--- src/design/bclp_pkg.sv ---
// Package of the brace command line parser: character codes, record and
// result types, status codes and the small divide-by-100 helper.
// No dependencies; every design file but bclp_ifs imports it.
`timescale 1ns / 1ps
`default_nettype none

package bclp_pkg;

	// A field of this many characters or more marks the line as truncated.
	localparam logic [4:0] FIELD_CHARS = 5'd16;

	// Character codes of the command stream.
	localparam logic [7:0] CH_CR        = 8'h0D;
	localparam logic [7:0] CH_PRINT_LO  = 8'h20;
	localparam logic [7:0] CH_PRINT_HI  = 8'h7E;
	localparam logic [7:0] CH_SPACE     = 8'h20;
	localparam logic [7:0] CH_COMMA     = 8'h2C;
	localparam logic [7:0] CH_COLON     = 8'h3A;
	localparam logic [7:0] CH_SEMI      = 8'h3B;
	localparam logic [7:0] CH_OPEN      = 8'h7B;
	localparam logic [7:0] CH_CLOSE     = 8'h7D;
	localparam logic [7:0] CH_PLUS      = 8'h2B;
	localparam logic [7:0] CH_MINUS     = 8'h2D;
	localparam logic [7:0] CH_ZERO      = 8'h30;
	localparam logic [7:0] CH_NINE      = 8'h39;

	// Command letters, seven bits wide as stored in the record.
	localparam logic [6:0] CMD_NONE     = 7'h00;
	localparam logic [6:0] CMD_S_UP     = 7'h53;
	localparam logic [6:0] CMD_S_LO     = 7'h73;
	localparam logic [6:0] CMD_R_UP     = 7'h52;
	localparam logic [6:0] CMD_R_LO     = 7'h72;
	localparam logic [6:0] CMD_U_LO     = 7'h75;
	localparam logic [6:0] CMD_E_LO     = 7'h65;
	localparam logic [6:0] CMD_X_LO     = 7'h78;
	localparam logic [6:0] CMD_BRACKET  = 7'h5D;
	localparam logic [6:0] CMD_BRACE    = 7'h7D;

	// Line status codes.
	localparam logic [2:0] ST_OK        = 3'd0;
	localparam logic [2:0] ST_EMPTY     = 3'd1;
	localparam logic [2:0] ST_NO_CMD    = 3'd2;
	localparam logic [2:0] ST_SHORT_S   = 3'd3;
	localparam logic [2:0] ST_SHORT_R   = 3'd4;
	localparam logic [2:0] ST_SHORT_U   = 3'd5;
	localparam logic [2:0] ST_SHORT_E   = 3'd6;
	localparam logic [2:0] ST_TRUNC     = 3'd7;

	// Record defaults and the fixed connector numbers of the 'x' layout.
	localparam logic [15:0] NODE_LOCAL  = 16'd2;
	localparam logic [15:0] CONN_ID_X   = 16'd98;
	localparam logic [15:0] CONN_VAL_X  = 16'd99;
	localparam logic [2:0]  FIELD_MAX   = 3'd7;

	// Packed node/id numbers are split by this base.
	localparam int unsigned PACK_BASE   = 100;

	// The magnitude accumulator saturates here; its split is known up front.
	localparam longint unsigned SAT_MAG = 64'h8000_0000;
	localparam logic [35:0] SAT_MAG36   = 36'(SAT_MAG);
	localparam logic [31:0] SAT_MAG32   = 32'(SAT_MAG);
	localparam logic [15:0] SAT_Q_LOW   = 16'(SAT_MAG / PACK_BASE);
	localparam logic [6:0]  SAT_R       = 7'(SAT_MAG % PACK_BASE);
	// A positive saturated field reads as 0x7FFFFFFF, one below SAT_MAG.
	localparam logic [6:0]  SAT_R_POS   = 7'((SAT_MAG - 1) % PACK_BASE);
	localparam logic [31:0] POS_MAX     = 32'h7FFF_FFFF;

	typedef enum logic [2:0] {
		CLS_DROP,
		CLS_OPEN,
		CLS_SEP,
		CLS_END,
		CLS_TEXT
	} cls_t;

	// State of the field being collected, as the record logic sees it.
	typedef struct packed {
		logic [4:0]  char_cnt;
		logic [6:0]  first_char;
		logic [31:0] value;
		logic [15:0] node_q;
		logic [7:0]  id_r;
	} field_t;

	typedef struct packed {
		logic [6:0]  cmd;
		logic [15:0] node;
		logic [7:0]  id;
		logic [15:0] conn;
		logic [31:0] val;
		logic [15:0] delta;
	} rec_t;

	typedef struct packed {
		logic [2:0]  status;
		rec_t        rec;
		logic [2:0]  total;
	} res_t;

	function automatic cls_t classify(input logic [7:0] c);
		cls_t k;
		if (c == CH_CR || c == CH_CLOSE) begin
			k = CLS_END;
		end else if (c < CH_PRINT_LO || c > CH_PRINT_HI) begin
			k = CLS_DROP;
		end else if (c == CH_OPEN) begin
			k = CLS_OPEN;
		end else if (c == CH_SEMI || c == CH_COMMA || c == CH_COLON || c == CH_SPACE) begin
			k = CLS_SEP;
		end else begin
			k = CLS_TEXT;
		end
		return k;
	endfunction

	// Quotient by 100 of a value below 1000, by nine parallel compares.
	function automatic logic [3:0] div100(input logic [9:0] t);
		logic [3:0] q;
		q = '0;
		for (int k = 1; k <= 9; k++) begin
			if (t >= 10'(k * PACK_BASE)) begin
				q = q + 4'd1;
			end
		end
		return q;
	endfunction

endpackage

`default_nettype wire

--- src/design/bclp_ifs.sv ---
// Channel interfaces of the brace command line parser: character input,
// configuration write and result record output. No dependencies.
`timescale 1ns / 1ps
`default_nettype none

interface bclp_char_if;
	logic       valid;
	logic       ready;
	logic [7:0] char_in;
	modport source (output valid, output char_in, input ready);
	modport sink (input valid, input char_in, output ready);
endinterface

interface bclp_cfg_if;
	logic valid;
	logic ready;
	logic dialect;
	modport source (output valid, output dialect, input ready);
	modport sink (input valid, input dialect, output ready);
endinterface

interface bclp_rec_if;
	logic               valid;
	logic               ready;
	logic        [2:0]  status;
	logic        [6:0]  command;
	logic signed [15:0] node_num;
	logic        [7:0]  item_id;
	logic signed [15:0] conn_num;
	logic signed [31:0] value_out;
	logic        [15:0] delta_time;
	logic        [2:0]  field_total;
	modport source (output valid, output status, output command, output node_num,
		output item_id, output conn_num, output value_out, output delta_time,
		output field_total, input ready);
	modport sink (input valid, input status, input command, input node_num,
		input item_id, input conn_num, input value_out, input delta_time,
		input field_total, output ready);
endinterface

`default_nettype wire

--- src/design/bclp_field_acc.sv ---
// Per-field number accumulator: sign, saturating decimal magnitude and the
// running quotient and remainder by 100. Depends on bclp_pkg.
`timescale 1ns / 1ps
`default_nettype none

module bclp_field_acc import bclp_pkg::*; (
	input  logic       clk,
	input  logic       arst_n,
	input  logic       take,
	input  logic       clear,
	input  logic [7:0] c,
	output field_t     field
);

	logic [4:0]  ci_q;
	logic [6:0]  fc_q;
	logic [31:0] mag_q;
	logic        neg_q;
	logic        de_q;
	logic [15:0] quot_q;
	logic [6:0]  rem_q;

	logic        digit;
	logic [3:0]  d;
	logic [35:0] nm;
	logic        sat;
	logic [9:0]  t;
	logic [3:0]  tq;
	logic [6:0]  tr;
	logic [6:0]  rem_rd;

	assign digit = (c >= CH_ZERO) && (c <= CH_NINE);
	assign d     = c[3:0];
	assign nm    = 36'({mag_q, 3'b000}) + 36'({mag_q, 1'b0}) + 36'(d);
	assign sat   = nm > SAT_MAG36;
	assign t     = {rem_q, 3'b000} + 10'({rem_q, 1'b0}) + 10'(d);
	assign tq    = div100(t);
	assign tr    = 7'(t - 10'(tq) * 10'(PACK_BASE));

	always_ff @(posedge clk or negedge arst_n) begin
		if (!arst_n) begin
			ci_q   <= '0;
			fc_q   <= '0;
			mag_q  <= '0;
			neg_q  <= 1'b0;
			de_q   <= 1'b0;
			quot_q <= '0;
			rem_q  <= '0;
		end else if (clear) begin
			ci_q   <= '0;
			fc_q   <= '0;
			mag_q  <= '0;
			neg_q  <= 1'b0;
			de_q   <= 1'b0;
			quot_q <= '0;
			rem_q  <= '0;
		end else if (take) begin
			if (ci_q == '0) begin
				fc_q <= c[6:0];
				if (c == CH_MINUS || c == CH_PLUS) begin
					neg_q <= (c == CH_MINUS);
				end else if (!digit) begin
					de_q <= 1'b1;
				end
			end else if (!digit) begin
				de_q <= 1'b1;
			end
			// A digit never sets the end mark, so the old mark decides.
			if (digit && !de_q) begin
				if (sat) begin
					mag_q  <= SAT_MAG32;
					quot_q <= SAT_Q_LOW;
					rem_q  <= SAT_R;
				end else begin
					mag_q  <= nm[31:0];
					quot_q <= 16'({quot_q, 3'b000}) + 16'({quot_q, 1'b0}) + 16'(tq);
					rem_q  <= tr;
				end
			end
			if (ci_q != 5'd31) begin
				ci_q <= ci_q + 5'd1;
			end
		end
	end

	// Only the saturated magnitude has bit 31 set; read positive it is 0x7FFFFFFF.
	assign rem_rd = (!neg_q && mag_q[31]) ? SAT_R_POS : rem_q;

	always_comb begin
		field.char_cnt   = ci_q;
		field.first_char = fc_q;
		if (neg_q) begin
			field.value  = ~mag_q + 32'd1;
			field.node_q = ~quot_q + 16'd1;
			field.id_r   = ~{1'b0, rem_rd} + 8'd1;
		end else begin
			field.value  = mag_q[31] ? POS_MAX : mag_q;
			field.node_q = quot_q;
			field.id_r   = {1'b0, rem_rd};
		end
	end

endmodule

`default_nettype wire

--- src/design/bclp_record.sv ---
// Record assembler: counts fields, places each closed field by command form
// and dialect, and forms the line result with its status. Depends on bclp_pkg.
`timescale 1ns / 1ps
`default_nettype none

module bclp_record import bclp_pkg::*; #(
	parameter logic [4:0] FIELD_LEN = FIELD_CHARS
) (
	input  logic   clk,
	input  logic   arst_n,
	input  logic   step,
	input  cls_t   cls,
	input  field_t field,
	input  logic   dialect,
	output logic   emit,
	output res_t   res
);

	logic [2:0] fidx_q;
	logic       old_q;
	logic       trunc_q;
	rec_t       rec_q;

	logic [2:0] fidx_n;
	logic       trunc_n;
	logic       old_n;
	logic       special;
	rec_t       rec_n;
	logic [2:0] status;

	assign fidx_n  = (fidx_q == FIELD_MAX) ? FIELD_MAX : fidx_q + 3'd1;
	assign trunc_n = trunc_q || (field.char_cnt >= FIELD_LEN);
	assign special = dialect ? (rec_q.cmd == CMD_X_LO) : (rec_q.cmd == CMD_S_LO);

	always_comb begin
		rec_n = rec_q;
		old_n = old_q;
		case (fidx_n)
			3'd1: begin
				rec_n.cmd = (field.char_cnt != '0) ? field.first_char : CMD_NONE;
				old_n = (rec_n.cmd == CMD_S_LO) || (rec_n.cmd == CMD_R_LO) ||
					(rec_n.cmd == CMD_U_LO) || (rec_n.cmd == CMD_E_LO);
			end
			3'd2: begin
				if (special) begin
					if (dialect) begin
						rec_n.conn = CONN_ID_X;
					end
					rec_n.id = field.value[7:0];
				end else if (!old_q) begin
					rec_n.node = field.value[15:0];
				end else begin
					rec_n.node = field.node_q;
					rec_n.id   = field.id_r;
				end
			end
			3'd3: begin
				if (special) begin
					if (dialect) begin
						rec_n.conn = CONN_VAL_X;
					end
					rec_n.val = field.value;
				end else if (!old_q) begin
					rec_n.id = field.value[7:0];
				end else begin
					rec_n.conn = field.value[15:0];
				end
			end
			3'd4: begin
				if (!old_q) begin
					rec_n.conn = field.value[15:0];
				end else begin
					rec_n.val = field.value;
				end
			end
			3'd5: begin
				if (!old_q) begin
					rec_n.val = field.value;
				end else begin
					rec_n.delta = field.value[15:0];
				end
			end
			3'd6: begin
				if (!old_q) begin
					rec_n.delta = field.value[15:0];
				end
			end
			default: begin
			end
		endcase
	end

	always_comb begin
		if (trunc_n) begin
			status = ST_TRUNC;
		end else begin
			case (rec_n.cmd) inside
				CMD_NONE:              status = ST_NO_CMD;
				CMD_BRACE, CMD_BRACKET: status = ST_EMPTY;
				CMD_S_UP, CMD_S_LO:    status = (fidx_n < 3'd4) ? ST_SHORT_S : ST_OK;
				CMD_R_UP, CMD_R_LO:    status = (fidx_n < 3'd2) ? ST_SHORT_R : ST_OK;
				CMD_U_LO:              status = (fidx_n < 3'd4) ? ST_SHORT_U : ST_OK;
				CMD_E_LO:              status = (fidx_n < 3'd4) ? ST_SHORT_E : ST_OK;
				default:               status = ST_OK;
			endcase
		end
	end

	assign emit       = step && (cls == CLS_END);
	assign res.status = status;
	assign res.rec    = rec_n;
	assign res.total  = fidx_n;

	always_ff @(posedge clk or negedge arst_n) begin
		if (!arst_n) begin
			fidx_q  <= '0;
			old_q   <= 1'b0;
			trunc_q <= 1'b0;
			rec_q   <= '{cmd: CMD_NONE, node: NODE_LOCAL, default: '0};
		end else if (step) begin
			unique case (cls)
				CLS_OPEN: begin
					fidx_q <= '0;
				end
				CLS_SEP: begin
					fidx_q  <= fidx_n;
					old_q   <= old_n;
					trunc_q <= trunc_n;
					rec_q   <= rec_n;
				end
				CLS_END: begin
					fidx_q  <= '0;
					old_q   <= 1'b0;
					trunc_q <= 1'b0;
					rec_q   <= '{cmd: CMD_NONE, node: NODE_LOCAL, default: '0};
				end
				default: begin
				end
			endcase
		end
	end

endmodule

`default_nettype wire

--- src/design/brace_command_line_parser.sv ---
// Top level of the brace command line parser: input stage, field and
// record logic, result register. Depends on bclp_pkg, bclp_ifs, submodules.
//
//   channel   dir   payload                                       beat when
//   chars     in    char_in[7:0]                                  valid && ready
//   cfg       in    dialect                                       valid && ready
//   records   out   status command node_num item_id conn_num      valid && ready
//                   value_out delta_time field_total
//
// One character is taken per cycle while the result register is empty or being
// drained; each beat waits in the input register, and its result, if any, is
// written to the result register as the parser steps. The rate is set by the
// record and accumulator step, which updates all parser state per beat.
// Reset (arst_n low) clears the parser to an empty record with the 's' dialect.
// While a finished record waits, the input register still takes a beat; the
// character held there waits until the record is taken.
`timescale 1ns / 1ps
`default_nettype none

module brace_command_line_parser import bclp_pkg::*; #(
	// A field of this many characters or more marks its line as truncated.
	parameter logic [4:0] FIELD_LEN = FIELD_CHARS
) (
	input  logic         clk,
	input  logic         arst_n,
	bclp_char_if.sink    chars,
	bclp_cfg_if.sink     cfg,
	bclp_rec_if.source   records
);

	// Input register: one character beat waiting for the parser step.
	logic       valid_s1;
	logic [7:0] char_s1;

	logic       dialect_q;
	logic       out_valid_q;
	res_t       out_q;

	logic       advance;
	cls_t       cls;
	field_t     field;
	logic       emit;
	res_t       res;

	// The held character is processed once the result register can take
	// whatever it produces, that is when it is empty or being drained.
	assign advance     = valid_s1 && (!out_valid_q || records.ready);
	assign chars.ready = !valid_s1 || advance;
	assign cls         = classify(char_s1);

	always_ff @(posedge clk or negedge arst_n) begin
		if (!arst_n) begin
			valid_s1 <= 1'b0;
		end else if (chars.ready) begin
			valid_s1 <= chars.valid;
		end
	end

	always_ff @(posedge clk) begin
		if (chars.valid && chars.ready) begin
			char_s1 <= chars.char_in;
		end
	end

	// The dialect register accepts a write in every cycle.
	assign cfg.ready = 1'b1;

	always_ff @(posedge clk or negedge arst_n) begin
		if (!arst_n) begin
			dialect_q <= 1'b0;
		end else if (cfg.valid) begin
			dialect_q <= cfg.dialect;
		end
	end

	bclp_field_acc u_field_acc (
		.clk    (clk),
		.arst_n (arst_n),
		.take   (advance && (cls == CLS_TEXT)),
		.clear  (advance && (cls == CLS_OPEN || cls == CLS_SEP || cls == CLS_END)),
		.c      (char_s1),
		.field  (field)
	);

	bclp_record #(
		.FIELD_LEN (FIELD_LEN)
	) u_record (
		.clk     (clk),
		.arst_n  (arst_n),
		.step    (advance),
		.cls     (cls),
		.field   (field),
		.dialect (dialect_q),
		.emit    (emit),
		.res     (res)
	);

	// Result register: a new record may replace one that is taken this cycle.
	always_ff @(posedge clk or negedge arst_n) begin
		if (!arst_n) begin
			out_valid_q <= 1'b0;
		end else if (emit) begin
			out_valid_q <= 1'b1;
		end else if (records.ready) begin
			out_valid_q <= 1'b0;
		end
	end

	always_ff @(posedge clk) begin
		if (emit) begin
			out_q <= res;
		end
	end

	assign records.valid       = out_valid_q;
	assign records.status      = out_q.status;
	assign records.command     = out_q.rec.cmd;
	assign records.node_num    = out_q.rec.node;
	assign records.item_id     = out_q.rec.id;
	assign records.conn_num    = out_q.rec.conn;
	assign records.value_out   = out_q.rec.val;
	assign records.delta_time  = out_q.rec.delta;
	assign records.field_total = out_q.total;

endmodule

`default_nettype wire

--- src/flat_wrapper.sv ---
// flat-port wrapper written by rule: the top's interface ports become plain ports
module brace_command_line_parser_flat import bclp_pkg::*;
#(
	                                                                       
	parameter logic [4:0] FIELD_LEN = FIELD_CHARS
)
  (clk, arst_n, chars_valid, chars_char_in, chars_ready, cfg_valid, cfg_dialect, cfg_ready, records_valid, records_status, records_command, records_node_num, records_item_id, records_conn_num, records_value_out, records_delta_time, records_field_total, records_ready);
  bclp_char_if chars_i ();
  bclp_cfg_if cfg_i ();
  bclp_rec_if records_i ();
  input  logic clk;
  input  logic arst_n;
  input wire logic [$bits(chars_i.valid)-1:0] chars_valid;
  input wire logic [$bits(chars_i.char_in)-1:0] chars_char_in;
  output wire logic [$bits(chars_i.ready)-1:0] chars_ready;
  input wire logic [$bits(cfg_i.valid)-1:0] cfg_valid;
  input wire logic [$bits(cfg_i.dialect)-1:0] cfg_dialect;
  output wire logic [$bits(cfg_i.ready)-1:0] cfg_ready;
  output wire logic [$bits(records_i.valid)-1:0] records_valid;
  output wire logic [$bits(records_i.status)-1:0] records_status;
  output wire logic [$bits(records_i.command)-1:0] records_command;
  output wire logic [$bits(records_i.node_num)-1:0] records_node_num;
  output wire logic [$bits(records_i.item_id)-1:0] records_item_id;
  output wire logic [$bits(records_i.conn_num)-1:0] records_conn_num;
  output wire logic [$bits(records_i.value_out)-1:0] records_value_out;
  output wire logic [$bits(records_i.delta_time)-1:0] records_delta_time;
  output wire logic [$bits(records_i.field_total)-1:0] records_field_total;
  input wire logic [$bits(records_i.ready)-1:0] records_ready;
  assign chars_i.valid = chars_valid;
  assign chars_i.char_in = chars_char_in;
  assign chars_ready = chars_i.ready;
  assign cfg_i.valid = cfg_valid;
  assign cfg_i.dialect = cfg_dialect;
  assign cfg_ready = cfg_i.ready;
  assign records_valid = records_i.valid;
  assign records_status = records_i.status;
  assign records_command = records_i.command;
  assign records_node_num = records_i.node_num;
  assign records_item_id = records_i.item_id;
  assign records_conn_num = records_i.conn_num;
  assign records_value_out = records_i.value_out;
  assign records_delta_time = records_i.delta_time;
  assign records_field_total = records_i.field_total;
  assign records_i.ready = records_ready;
  brace_command_line_parser #(.FIELD_LEN(FIELD_LEN)) u_core (.clk(clk), .arst_n(arst_n), .chars(chars_i), .cfg(cfg_i), .records(records_i));
endmodule
--- config.mk ---
export PLATFORM = sky130hd
export DESIGN_NAME = brace_command_line_parser_flat
export DESIGN_NICKNAME = d
export VERILOG_FILES = /design/src/design/bclp_pkg.sv /design/src/design/bclp_ifs.sv /design/src/design/bclp_field_acc.sv /design/src/design/bclp_record.sv /design/src/design/brace_command_line_parser.sv /design/src/flat_wrapper.sv
export SDC_FILE = /design/constraint.sdc
export NUM_CORES = 1
export LEC_CHECK = 0
export CAP_MARGIN = 30
export CORE_MARGIN = 3
export CORE_UTILIZATION = 45
export CTS_CLUSTER_SIZE = 30
export DETAILED_ROUTE_END_ITERATION = 16
export DONT_BUFFER_PORTS = 1
export REMOVE_ABC_BUFFERS = 1
export SLEW_MARGIN = 10
export SYNTH_ARGS = -nofsm -noshare
export SYNTH_HDL_FRONTEND = slang
export SYNTH_SLANG_ARGS = --single-unit
export TNS_END_PERCENT = 10
--- constraint.sdc ---
create_clock -name clk -period 22.6 [get_ports clk]
set_input_delay 2.26 -clock clk [delete_from_list [all_inputs] [get_ports clk]]
set_output_delay 2.26 -clock clk [all_outputs]
set_load 0.01 [all_outputs]
Yosys cells after proc, flatten, opt, wreduce, memory -nomap -nowiden:

Index checks and enable logic that the tools add are counted.

* register bits after elaboration: 281
* input port bits: 14
* output and inout port bits: 104
* logic and storage cells: 243

* add/sub/neg operators: 20
* multiply operators: 1
* magnitude comparators: 17
* eq/ne operators: 37
* multiplexer cells: 86
* bitwise logic cells: 3
* reduce and logical (&&, ||, !) cells: 50

Operators by type and width (number)
* $mux W16: 15
* $mux W32: 7
* $pmux W95 S2: 1
* $eq A7 B7 Y1 const B: 14
* $pmux W32 S3: 1
* $mux W7: 10
* $mux W56: 1
* $eq A8 B6 Y1 const B: 6
* $pmux W16 S3: 1
* $mux W3: 14
* $ge A10 B10 Y1 const B: 4
* $add A35 B33 Y36: 1
* $add A36 B4 Y36: 1
* $gt A36 B32 Y1 const B: 1
* $add A32 B1 Y32 const B: 1
* $add A4 B1 Y4 const B: 8
* $mux W4: 8
* $mux W8: 4
* $not A32 Y32: 1
* $pmux W16 S2: 1
* $mux W31: 1
* $ge A10 B9 Y1 const B: 3
* $add A16 B1 Y16 const B: 1
* $add A16 B16 Y16: 1
* 43 further kinds: 108

Depth between registers and ports, before layout:

* depth after elaboration: 26
* depth in mapped cells: 43
* mapped depth without buffers: 42

By module:

Synthesis repeated with hierarchy kept, for this count alone.

* cell total of the unflattened synthesis: 1987
* area, all modules: 18859.3 µm²

Modules (own cells, without submodules)
* bclp_field_acc: instances 1, cells each 1056, area each 8519.4 µm², sequential area each 1676.6 µm²
* bclp_record: instances 1, cells each 792, area each 6797.8 µm², sequential area each 2503.7 µm²
* brace_command_line_parser: instances 1, cells each 139, area each 3542.1 µm², sequential area each 3348.2 µm²

Worst setup path after synthesis:

Ideal clock, no wire load.

* path type: flip-flop to flip-flop
* from: reg u_core.u_field_acc.mag_q[1]
* to: reg u_core.u_field_acc.quot_q[12]
* setup time: 0.121 ns
* arrival time: 8.466 ns
* required time: 22.479 ns
* setup slack: 14.013 ns
* stages on the path, launching flop included: 41
* buffers on the path: 0
* period minus slack after synthesis: 8.587 ns
* cells stage by stage: dfrtp_1 ha_1 ha_1 inv_1 fa_1 nor2b_1 o21ai_0 a311oi_1 nand2_1 inv_1 o311a_1 ha_1 xor2_1 ha_1 inv_1 mux2i_1 xnor2_1 a21oi_1 (+5 left out) o221a_2 and3_1 a32o_1 xor2_1 fa_1 inv_1 fa_1 a21o_1 a21oi_1 o21bai_1 a21oi_1 o21bai_1 a21oi_1 nor2b_1 o21ai_0 nor2b_1 xnor2_1 a22o_1

* word-level cells in the longest chain between the ends: 7

Ends and longest elaborated chain
* start, declared: RTL line bclp_field_acc.sv:17 `logic [31:0] mag_q;`
* start signal, assigned: RTL line bclp_field_acc.sv:75 `mag_q <= nm[31:0];`
* $add A35 B33 Y36: RTL line bclp_field_acc.sv:34 `assign nm = 36'({mag_q, 3'b000}) + 36'({mag_q, 1'b0}) + 36'(d);`
* $add A36 B4 Y36: RTL line bclp_field_acc.sv:34
* $gt A36 B32 Y1: RTL line bclp_field_acc.sv:35 `assign sat = nm > SAT_MAG36;`
* $mux W16: RTL line bclp_field_acc.sv:70 `if (sat) begin`
* $mux W16: RTL line bclp_field_acc.sv:69 `if (digit && !de_q) begin`
* $mux W16: RTL line bclp_field_acc.sv:57 `end else if (take) begin`
* $mux W16: RTL line bclp_field_acc.sv:49 `end else if (clear) begin`
* end signal, assigned: RTL line bclp_field_acc.sv:76 `quot_q <= 16'({quot_q, 3'b000}) + 16'({quot_q, 1'b0}) + 16'(tq);`
* end, declared: RTL line bclp_field_acc.sv:20 `logic [15:0] quot_q;`

No other way between the ends. The select of a mux whose other input is x is not followed.
A chain may end at the register's enable or synchronous reset.

Worst setup path after layout:

* from: reg u_core.u_field_acc.mag_q[1]
* to: reg u_core.u_field_acc.quot_q[15]

The elaborated chain is that of the path after synthesis.

==> run metrics <==
IO Port Bufs=0; R2R Path Start=u_core.u_field_acc.mag_q[1]$_DFFE_PN0P_; WL final=49400 um; main combinational cell family by area after synthesis=compound AO/OA/AOI/OAI gates; largest stage delay on the critical path=0.77 ns; dpl cells=2404; die area=43300 um^2; Initial Util=45.9%; sequential fraction of the synthesis area=41.0%; Max-cap violations=0; leak pwr=9.25 nW; most used cell, CP=ha_1; worst reg2reg path depth=40; number of global-route vias before repair=13900; global route overflow=0; outcome=finished, final reports clean; CTS resizes=0; Layout area overhead=7.93%; global-route wire length before repair=78800 um; # setup viols final=0; worst vdd ir=56.2 uV; via/cell ratio=6.14; Max stage delay cell, worst path=a311oi_1; HPWL after DPL=34600 um; R2R Setup Slk=12.87 ns; per-cell routed wire length=20.1 um; H-Tree Depth=1; maximum clock insertion buffer count=3; ant diodes=0; commonest non-fill, non-tap cell in the layout=nand2_1; core area=40000 um^2; worst-path fanout max=10; antenna-violating nets left=0; Slew Limit Fails=0; Setup crit end kind=flop; gp weighted congestion=0.843; clock-pin slew on the worst setup and hold paths=0.06 ns; RSZ-0062 raised after global routing=false; Tot GR Track Use=21.9%; drt drc=0; Ports=118; mux share of post-synthesis cell area=1.19%; Setup CP Type=reg -> reg; NumNets Final=2056; Worst EP arrival=10.13 ns; launch point of the worst hold path=u_core.u_record.rec_q[73]$_DFFE_PN1P_; min-delay worst type=reg -> reg; drt pass-1 iters=8; simple-gate area share of the yosys netlist=16.3%; Synth Area in XOR/XNOR=5.39%; CTS tree=yes; most frequent cells in the layout=249 x nand2_1, 168 x dfrtp_1, 140 x a21oi_1; Sum Neg Setup Slack=0 ns; Main synth FF type=dfrtp_1; 1st-iter DRT viols=1321; Ys Warns=0; Syn Area/Cell=9.34 um^2; Post-synth EDFFs=109; CTS Root Cell=clkbuf_16; Die Y=208 um; setup bufs post-CTS=0; synthesized cell area=18400 um^2; Power Density=67.3 nW/um^2; Compound-Gate Fraction of Synth Area=23.1%; largest net degree at the start of global routing=171; layout cells sized above 1=7.91%; Slew headroom=34.3%; Hold Worst Slack=0.485 ns; row count=73; startpoint types=flop; CTS Buf Count=28; Gate Count Post-Synth=1966; Max Clock Skew=0.0113 ns; Hold Fails Final Rpt=0; fmax=103 MHz; die width=208 um; Final Critical Period=9.73 ns; Final period util=43.0%; required time of the critical path=23.00 ns; Async SR Flop Fraction=60.9%; Worst Max-Slew Pin Slew=0.981 ns; WHS Endpoint=u_core.u_record.rec_q[73]$_DFFE_PN1P_; number of cells on the worst hold path=2; Clock Latency Late Sink=0.55 ns; Post-Layout Cell Count=2460; post-synthesis cell type count=92; reg2reg end=u_core.u_field_acc.quot_q[15]$_DFFE_PN0P_; Yosys reg bits=279; # clock sinks=279; hold-fix buffers at CTS=0; routed vias=15100; initial antenna violation count=0; Synth Area in Adders=9.06%
## worst max-delay path, delay by kind of cell, from the launching register on
kind                     cells  cell delay [ns]
multiplexers                 3             0.82
buffers and inverters        4             0.32
flip-flops                   1             0.50
AND/OR/NAND/NOR              3             0.57
adder cells (fa/ha/maj)      9             3.00
XOR/XNOR                     5             0.79
AO/OA/AOI/OAI               16             3.57
## cells by family (layout without fill, tap and decap cells)
group                    after synthesis  in the layout
AND/OR/NAND/NOR                      641            641
AO/OA/AOI/OAI                        603            603
flip-flops                           279            279
buffers and inverters                179            148
adder cells (fa/ha/maj)              129            129
XOR/XNOR                             113            113
multiplexers                          21             21
other                                  1              1
## synthesized netlist by cell type (all sizes together), types with 7 or more instances
library cell,count,share of area [%]
a222oi,8,0.44
edfxtp,109,18
a22o,67,3.4
buf,20,0.69
nor4,14,0.48
a22oi,22,0.90
nor2b,13,0.44
or3,9,0.31
xnor2,69,3.3
and3,30,1.0
o21ai,107,2.9
o31ai,9,0.37
and2,11,0.37
dfrtp,169,23
a221oi,19,1.0
fa,7,0.76
o22a,17,0.81
a31oi,13,0.44
xor2,44,2.1
clkbuf,90,1.8
inv,69,1.4
o21bai,12,0.49
a211oi,15,0.71
nand2,251,5.1
or4,11,0.47
a21o,43,1.8
nand3,98,2.7
a311oi,7,0.40
ha,121,8.2
o22ai,30,1.0
nand2b,12,0.41
a31o,7,0.33
o21a,10,0.41
nor3,39,1.1
nor2,120,2.5
mux2i,15,0.82
a221o,15,0.82
o211ai,15,0.61
a21oi,141,3.9
## per-layer routing
metal	wire, um	GRT usage [%]
met5	0	0
met4	928	5.42
met3	2570	1.91
met2	22800	34.7
met1	23000	32.4
## per-stage QoR
stage          power (mW)  area [um^2]  setup slack, ns  utilization [%]
2_1_floorplan       0.768        17900            13.96                -
3_3_place_gp        0.843        18700            13.31             46.8
3_5_place_dp        0.853        18800            13.02             46.9
4_1_cts              1.34        19800            12.93             49.4
5_1_grt              1.40        19800            12.01             49.5
6_report             1.33        19800            12.87             49.5
## final cells by class
class / count / area, um^2
tap: 525 / 657
timing repair buffer: 28 / 250
clock inverter: 7 / 37.5
inverter: 69 / 262
fill: 3716 / 20200
multi-input combinational: 1508 / 10100
sequential: 279 / 7530
clock buffer: 44 / 948
## registers in the layout, indices dropped and copies added, names as in the netlist, 3 cells and up
name	flops
u_core.char_s1	8
u_core.records.command	7
u_core.records.conn_num	16
u_core.records.delta_time	16
u_core.records.field_total	3
u_core.records.item_id	8
u_core.records.node_num	16
u_core.records.status	3
u_core.records.value_out	32
u_core.u_field_acc.ci_q	5
u_core.u_field_acc.fc_q	7
u_core.u_field_acc.mag_q	32
u_core.u_field_acc.quot_q	16
u_core.u_field_acc.rem_q	5
u_core.u_record.fidx_q	3
u_core.u_record.rec_q	95
## worst max path at each step
stage / start / end / cells after the start
floorplan: u_core.u_field_acc.mag_q[1]$_DFFE_PN0P_ / u_core.u_field_acc.quot_q[15]$_DFFE_PN0P_ / 40
global placement: u_core.u_field_acc.mag_q[1]$_DFFE_PN0P_ / u_core.u_field_acc.quot_q[15]$_DFFE_PN0P_ / 40
detailed placement: u_core.u_field_acc.mag_q[1]$_DFFE_PN0P_ / u_core.u_field_acc.quot_q[15]$_DFFE_PN0P_ / 40
CTS: u_core.u_field_acc.mag_q[1]$_DFFE_PN0P_ / u_core.u_field_acc.quot_q[15]$_DFFE_PN0P_ / 40
global route: u_core.u_field_acc.mag_q[1]$_DFFE_PN0P_ / u_core.u_field_acc.quot_q[15]$_DFFE_PN0P_ / 40
finish: u_core.u_field_acc.mag_q[1]$_DFFE_PN0P_ / u_core.u_field_acc.quot_q[15]$_DFFE_PN0P_ / 40
## report_power, final
group	internal, mW	total (mW)	switching (mW)	leakage (nW)
clock	0.288	0.487	0.199	0.484
sequential	0.542	0.563	0.0204	3.44
combinational	0.0986	0.284	0.186	5.32
total	0.928	1.33	0.405	9.25
Note: power is estimated with default switching activity, not from simulation.
